$ cat config.mk
export PLATFORM = sky130hd
export DESIGN_NAME = ir_keypad_rgb_level_setter
export DESIGN_NICKNAME = d
export VERILOG_FILES = /design/src/irkp_pkg.sv /design/src/ir_keypad_rgb_level_setter.sv /design/src/irkp_decode.sv
export SDC_FILE = /design/constraint.sdc
export NUM_CORES = 1
export LEC_CHECK = 0
export BUFFER_PORTS_ARGS = -buffer_cell sky130_fd_sc_hd__clkbuf_2
export CORE_MARGIN = 10
export CORE_UTILIZATION = 60
export CTS_CLUSTER_SIZE = 12
export DETAILED_ROUTE_END_ITERATION = 8
export PLACE_DENSITY = 0.91
export SLEW_MARGIN = 20
export SYNTH_ARGS = -nofsm -noshare
export SYNTH_HDL_FRONTEND = slang
export SYNTH_SLANG_ARGS = --single-unit
$ cat constraint.sdc
create_clock -name clk -period 11.5 [get_ports clk]
set_clock_uncertainty 0.2 [all_clocks]
set_input_delay 0 -clock clk [delete_from_list [all_inputs] [get_ports clk]]
set_output_delay 0 -clock clk [all_outputs]
set_load 0.05 [all_outputs]
$ cat src/irkp_pkg.sv
// Shared types and constants for the IR keypad RGB level setter.
// Holds the remote code table, status codes and the decoded command type.
// No dependencies.
package irkp_pkg;

	// Default top-of-range for an applied level
	localparam int unsigned LEVEL_MAX_DEF = 255;

	// Remote codes for the command keys
	localparam logic [31:0] CODE_ENTER = 32'd4127850240;
	localparam logic [31:0] CODE_RED   = 32'd3125149440;
	localparam logic [31:0] CODE_GREEN = 32'd3108437760;
	localparam logic [31:0] CODE_BLUE  = 32'd3091726080;

	// Remote codes for digits 0 through 9, indexed by digit value
	localparam int unsigned NUM_DIGITS = 10;
	localparam logic [31:0] DIGIT_CODE [NUM_DIGITS] = '{
		32'd3910598400, 32'd4077715200, 32'd3877175040, 32'd2707357440,
		32'd4144561920, 32'd3810328320, 32'd2774204160, 32'd3175284480,
		32'd2907897600, 32'd3041591040
	};

	// Channel selection codes
	localparam logic [1:0] CH_RED   = 2'd0;
	localparam logic [1:0] CH_GREEN = 2'd1;
	localparam logic [1:0] CH_BLUE  = 2'd2;

	// Per-item status reported with each result
	typedef enum logic [2:0] {
		ST_IGNORED      = 3'd0,
		ST_DIGIT_ADDED  = 3'd1,
		ST_UNKNOWN      = 3'd2,
		ST_CHANNEL_SEL  = 3'd3,
		ST_LEVEL_APPLY  = 3'd4,
		ST_OUT_OF_RANGE = 3'd5
	} status_t;

	// Kind of key a code stands for
	typedef enum logic [2:0] {
		KEY_NONE,
		KEY_ENTER,
		KEY_RED,
		KEY_GREEN,
		KEY_BLUE,
		KEY_DIGIT,
		KEY_UNKNOWN
	} key_kind_t;

	// Decoded command passed from the decoder to the state update
	typedef struct packed {
		key_kind_t  kind;
		logic [3:0] digit;
	} key_cmd_t;

endpackage

$ cat src/ir_keypad_rgb_level_setter.sv
// Top level of the IR keypad RGB level setter.
// Registers each code, decodes it, updates entry, channel and levels.
// Depends on irkp_pkg and irkp_decode.
//
//   channel | handshake           | payload
//   --------+---------------------+------------------------------------------
//   input   | in_valid, in_stall  | ir_code
//   output  | out_valid, out_stall| status, red_level, green_level,
//           |                     | blue_level, channel, entry_value
//
// One item per cycle sustained while out_stall is low; an item is taken into the
// input register, then moves on into the result register and shows on the outputs.
// Decode and state update are combinational between the two registers.
// arst_n clears entry, channel selection, levels and both valid flags.
// out_stall holds the result register; the input register keeps accepting
// until it is full, then in_stall rises in the same cycle.
module ir_keypad_rgb_level_setter import irkp_pkg::*; #(
	parameter int unsigned LEVEL_MAX = LEVEL_MAX_DEF
) (
	input  logic        clk,
	input  logic        arst_n,
	input  logic        in_valid,
	output logic        in_stall,
	input  logic [31:0] ir_code,
	output logic        out_valid,
	input  logic        out_stall,
	output logic [2:0]  status,
	output logic [7:0]  red_level,
	output logic [7:0]  green_level,
	output logic [7:0]  blue_level,
	output logic [1:0]  channel,
	output logic [8:0]  entry_value
);

	// Accumulator holds up to LEVEL_MAX + 1, and at least 9 bits for the port
	localparam int unsigned SAT_BITS = $clog2(LEVEL_MAX + 2);
	localparam int unsigned ACC_W    = (SAT_BITS > 9) ? SAT_BITS : 9;
	localparam int unsigned MUL_W    = ACC_W + 4;
	localparam logic [ACC_W-1:0] ENTRY_SAT = ACC_W'(LEVEL_MAX + 1);

	logic             valid_s1;
	logic [31:0]      code_s1;
	logic             advance;
	key_cmd_t         cmd;

	logic [ACC_W-1:0] acc_q,   acc_d;
	logic [1:0]       sel_q,   sel_d;
	logic [7:0]       red_q,   red_d;
	logic [7:0]       green_q, green_d;
	logic [7:0]       blue_q,  blue_d;
	status_t          st_d;
	logic [MUL_W-1:0] prod;

	logic             out_valid_q;
	status_t          status_q;
	logic [7:0]       red_out_q, green_out_q, blue_out_q;
	logic [1:0]       channel_q;
	logic [8:0]       entry_q;

	// Move the held item into the result register when it is free or drained
	assign advance  = valid_s1 && (!out_valid_q || !out_stall);
	assign in_stall = valid_s1 && !advance;

	// Input register
	always_ff @(posedge clk or negedge arst_n) begin
		if (!arst_n) begin
			valid_s1 <= 1'b0;
		end else if (!in_stall) begin
			valid_s1 <= in_valid;
		end
	end

	always_ff @(posedge clk) begin
		if (!in_stall && in_valid) begin
			code_s1 <= ir_code;
		end
	end

	irkp_decode u_decode (
		.code (code_s1),
		.cmd  (cmd)
	);

	// Entry times ten plus the digit
	assign prod = (MUL_W'(acc_q) << 3) + (MUL_W'(acc_q) << 1) + MUL_W'(cmd.digit);

	// Next state and status for the item in the input register
	always_comb begin
		acc_d   = acc_q;
		sel_d   = sel_q;
		red_d   = red_q;
		green_d = green_q;
		blue_d  = blue_q;
		st_d    = ST_IGNORED;
		case (cmd.kind)
			KEY_NONE: begin
				st_d = ST_IGNORED;
			end
			KEY_ENTER: begin
				if (acc_q < ENTRY_SAT) begin
					case (sel_q)
						CH_RED:   red_d   = acc_q[7:0];
						CH_GREEN: green_d = acc_q[7:0];
						default:  blue_d  = acc_q[7:0];
					endcase
					st_d = ST_LEVEL_APPLY;
				end else begin
					st_d = ST_OUT_OF_RANGE;
				end
				acc_d = '0;
			end
			KEY_RED: begin
				sel_d = CH_RED;
				st_d  = ST_CHANNEL_SEL;
			end
			KEY_GREEN: begin
				sel_d = CH_GREEN;
				st_d  = ST_CHANNEL_SEL;
			end
			KEY_BLUE: begin
				sel_d = CH_BLUE;
				st_d  = ST_CHANNEL_SEL;
			end
			KEY_DIGIT: begin
				if (acc_q >= ENTRY_SAT || prod > MUL_W'(ENTRY_SAT)) begin
					acc_d = ENTRY_SAT;
				end else begin
					acc_d = prod[ACC_W-1:0];
				end
				st_d = ST_DIGIT_ADDED;
			end
			default: begin
				st_d = ST_UNKNOWN;
			end
		endcase
	end

	// Commit state as the item leaves the input register
	always_ff @(posedge clk or negedge arst_n) begin
		if (!arst_n) begin
			acc_q   <= '0;
			sel_q   <= CH_RED;
			red_q   <= '0;
			green_q <= '0;
			blue_q  <= '0;
		end else if (advance) begin
			acc_q   <= acc_d;
			sel_q   <= sel_d;
			red_q   <= red_d;
			green_q <= green_d;
			blue_q  <= blue_d;
		end
	end

	// Result register valid flag
	always_ff @(posedge clk or negedge arst_n) begin
		if (!arst_n) begin
			out_valid_q <= 1'b0;
		end else if (!out_valid_q || !out_stall) begin
			out_valid_q <= valid_s1;
		end
	end

	// Result payload, loaded with the state after the item
	always_ff @(posedge clk) begin
		if (advance) begin
			status_q    <= st_d;
			red_out_q   <= red_d;
			green_out_q <= green_d;
			blue_out_q  <= blue_d;
			channel_q   <= sel_d;
			entry_q     <= acc_d[8:0];
		end
	end

	assign out_valid   = out_valid_q;
	assign status      = status_q;
	assign red_level   = red_out_q;
	assign green_level = green_out_q;
	assign blue_level  = blue_out_q;
	assign channel     = channel_q;
	assign entry_value = entry_q;

`ifndef NO_ASSERTIONS
	// Entry never climbs past the saturation value
	a_acc_bound: assert property (@(posedge clk) disable iff (!arst_n)
		acc_q <= ENTRY_SAT)
		else $error("entry accumulator beyond saturation");

	// Selected channel is always red, green or blue
	a_sel_range: assert property (@(posedge clk) disable iff (!arst_n)
		sel_q != 2'd3)
		else $error("selected channel out of range");

	// An enter result always shows a cleared entry
	a_enter_clears: assert property (@(posedge clk) disable iff (!arst_n)
		out_valid_q && (status_q == ST_LEVEL_APPLY || status_q == ST_OUT_OF_RANGE)
		|-> entry_q == 9'd0)
		else $error("entry not cleared after enter");

	// Channel levels move only when an item is committed
	a_levels_hold: assert property (@(posedge clk) disable iff (!arst_n)
		!advance |=> $stable(red_q) && $stable(green_q) && $stable(blue_q))
		else $error("channel level changed without an item");
`endif

endmodule

$ cat src/irkp_decode.sv
// Code decoder for the IR keypad RGB level setter.
// Compares one raw remote code against all key codes in parallel.
// Depends on irkp_pkg.
module irkp_decode import irkp_pkg::*; (
	input  logic [31:0] code,
	output key_cmd_t    cmd
);

	logic [NUM_DIGITS-1:0] digit_hit;
	logic [3:0]            digit_val;

	// Match every digit code at once
	always_comb begin
		for (int i = 0; i < NUM_DIGITS; i++) begin
			digit_hit[i] = (code == DIGIT_CODE[i]);
		end
	end

	// Encode the matching digit; codes are distinct so at most one hits
	always_comb begin
		digit_val = 4'd0;
		for (int i = 0; i < NUM_DIGITS; i++) begin
			if (digit_hit[i]) begin
				digit_val = 4'(i);
			end
		end
	end

	// Classify the code, zero first
	always_comb begin
		cmd.digit = digit_val;
		if (code == 32'd0) begin
			cmd.kind = KEY_NONE;
		end else if (code == CODE_ENTER) begin
			cmd.kind = KEY_ENTER;
		end else if (code == CODE_RED) begin
			cmd.kind = KEY_RED;
		end else if (code == CODE_GREEN) begin
			cmd.kind = KEY_GREEN;
		end else if (code == CODE_BLUE) begin
			cmd.kind = KEY_BLUE;
		end else if (|digit_hit) begin
			cmd.kind = KEY_DIGIT;
		end else begin
			cmd.kind = KEY_UNKNOWN;
		end
	end

endmodule
==> metrics <==
post-synth top area cell edfxtp_1; Ports 76; DP HPWL approximately 7900 um; slew margin rel. 0.255; Tcrit/Tclk final 0.434; Layout Nets 553; RePlAce Congestion 0.921; CP Launch Point code_s1[27]; status complete, no violations; WP data required 11390 ps; synthesis-stage register bit count 107; Area contributors post-synth edfxtp_1 42%, dfrtp_1 18%, mux2_2 11%, ha_1 4.2%, nand2_1 2.0%; largest net degree at the start of global routing 38; R2R cell count 15; antenna violations before repair 0; first drt pass iteration count 4; Max Freq 0.200 GHz; EDFF count, synth 70; Avg Cell Area, Syn 13.3 sq um; Num CTS Buffers 9; DRC viols 0; Hold Fails Final Rpt 0; worst setup path endpoint entry_value[3]; P per Cell Area 121 nW/um^2; via count 3552; Clock H-tree levels 3; IO buf count 75; total chip power between 0.7 and 0.8 mW; clk buf depth 2; # clock sinks 107; post-synthesis cell count 381; Fill cells 524; r2r endpoint entry_value[3]; Post-Route Hold Slack 105 ps; # Max-Cap Violations 0; Worst-Margin Slew 1100 ps; Setup CP Type flop to flop; share of the synthesized area in the top cell type 0.416; Max rail drop VDD approximately 0.00011 V; clk root buf clkbuf_8; most common cell after layout, fill and taps aside clkbuf_2; Netlist cell types 56; setup TNS 0 ps; Ant. Diodes 0; core footprint 8220 sq um; r2r startpoint code_s1[27]; Final setup viols 0; CP arrival 4880 ps; Worst setup SP type flop; Horiz. Die Dim 112 um; area grow syn2layout 21.4%; asr flop ratio synth 0.346; Syn Nets roughly 440; Pleak 2.62 nW; initial core utilization 0.615; total global-route track usage 0.186; Worst-Skew Late Latency approximately 370 ps; CP max FO 11; GRT Residual Overflow 0; Die Area 12500 sq um; clock slew seen by the registers of the worst setup and hold paths 120 ps; synthesized cell area 5050 sq um; WL per Instance 19.0 um; synth warn 0; CTS tree built; Primary FF master, synth edfxtp_1; die height around 110 um; register area share after synthesis 0.599; Initial DRC Count 220; Routed WL around 12000 um; Hold WC Path Type input port to asynchronous set/reset pin; commonest cells after routing, fill and taps aside 75 x clkbuf_2, 70 x edfxtp_1, 49 x mux2_2; Period minus WS final 4990 ps; share of cells above drive strength 1 0.304; post-DR vias/cell 5.84; Detail Route Antenna Nets 0; first-pass GRT wire length 19300 um; R2R Setup Slk 6510 ps; post-CTS setup buffers 0; Final Max Slew Viols 0; Rows 33; Setup crit end kind flop; vias in the first global route 3840; RSZ-0062 raised after global routing false
-- metal layers --
metal,up-vias,GRT usage,wire (um)
met2,139,0.339,6100
li1,1694,-,-
met3,10,0.0607,911
met5,-,0,0
met1,1709,0.207,4420
met4,0,0.0386,94
-- final cells by class --
| type | instances | area, sq um | share of cell area |
|---|---|---|---|
| multi-input cells | 254 | 1950 | 0.319 |
| clock inverters | 7 | 93.8 | 0.0153 |
| inverters | 12 | 45.0 | 0.00734 |
| repair buffers | 114 | 758 | 0.124 |
| well taps | 105 | 131 | 0.0214 |
| flip-flops and latches | 107 | 3030 | 0.494 |
| clock buffers | 9 | 124 | 0.0202 |
-- critical path: stages (launching register included) --
cell and delay, ps:
edfxtp_1 480, nor4bb_1 960, nand2_1 210, o22ai_1 200, a22o_1 220, ha_1 260
ha_1 220, inv_1 70, fa_1 200, nand2b_1 140, a21oi_1 100, o21a_1 190
o21ai_0 280, a21boi_4 120, a31oi_1 680, o31ai_1 170
-- how the worst min path moves through the flow --
stage / startpoint / to / slack [ps] / depth (start not counted)
after CTS: arst_n / red_q[5] / 110 / 2
after global routing: ir_code[17] / code_s1[17] / 140 / 2
final: arst_n / blue_q[4] / 110 / 2
after global placement: arst_n / blue_q[6] / -30 / 1
after floorplan: arst_n / acc_q[0] / -500 / 0
after detailed placement: ir_code[11] / code_s1[11] / -20 / 1
-- power breakdown --
part           switching, mW  leakage, nW  internal, mW
logic                 0.0517         1.31        0.0219
clock network          0.146        0.107        0.0888
registers            0.00794         1.20         0.429
total                  0.206         2.62         0.539
-- Yosys cell counts, drive strengths merged, types with 3 or more instances --
cell,instances
o21ai,14
edfxtp,70
inv,11
or3,8
dfrtp,37
clkbuf,6
and4,4
nor3,10
mux2,49
a31oi,3
nor2b,4
nor4,7
o31ai,8
and3,3
a21oi,6
a22oi,3
nand4,5
nand2,28
nor4bb,4
ha,17
nand3,17
nand2b,6
nor2,19
o22ai,5
-- registers in the layout, summed over array words and instances (netlist names) --
name / flops
acc_q: 9
blue_level: 8
blue_q: 8
channel: 2
code_s1: 32
entry_value: 9
green_level: 8
green_q: 8
out_valid: 1
red_level: 8
red_q: 8
sel_q: 2
status: 3
valid_s1: 1
-- what timing repair did --
| item | CTS | global route |
|---|---|---|
| hold endpoints to repair | 71 | 0 |
| hold buffers | 36 | 0 |
| resized for setup | 0 | 0 |
| setup endpoints to repair | 0 | 0 |
-- cells by family after synthesis --
logic type | synth area share
simple gates | 0.144
flops | 0.599
compound gates | 0.0733
mux | 0.111
buf+inv | 0.0153
fa+ha+maj | 0.0500
xor+xnor | 0.00693
-- through the flow --
stage               cells  setup slack, ps  instance area (sq um)  utilization
finish                608             6510                   6130        0.747
global route          608             6040                   6130        0.747
CTS                   608             6590                   6130        0.746
detailed placement    556             6680                   5550        0.676
global placement      556             6980                   5550        0.676
floorplan             381             7560                   5050            -
No activity file was read; power rests on OpenSTA's default activity.
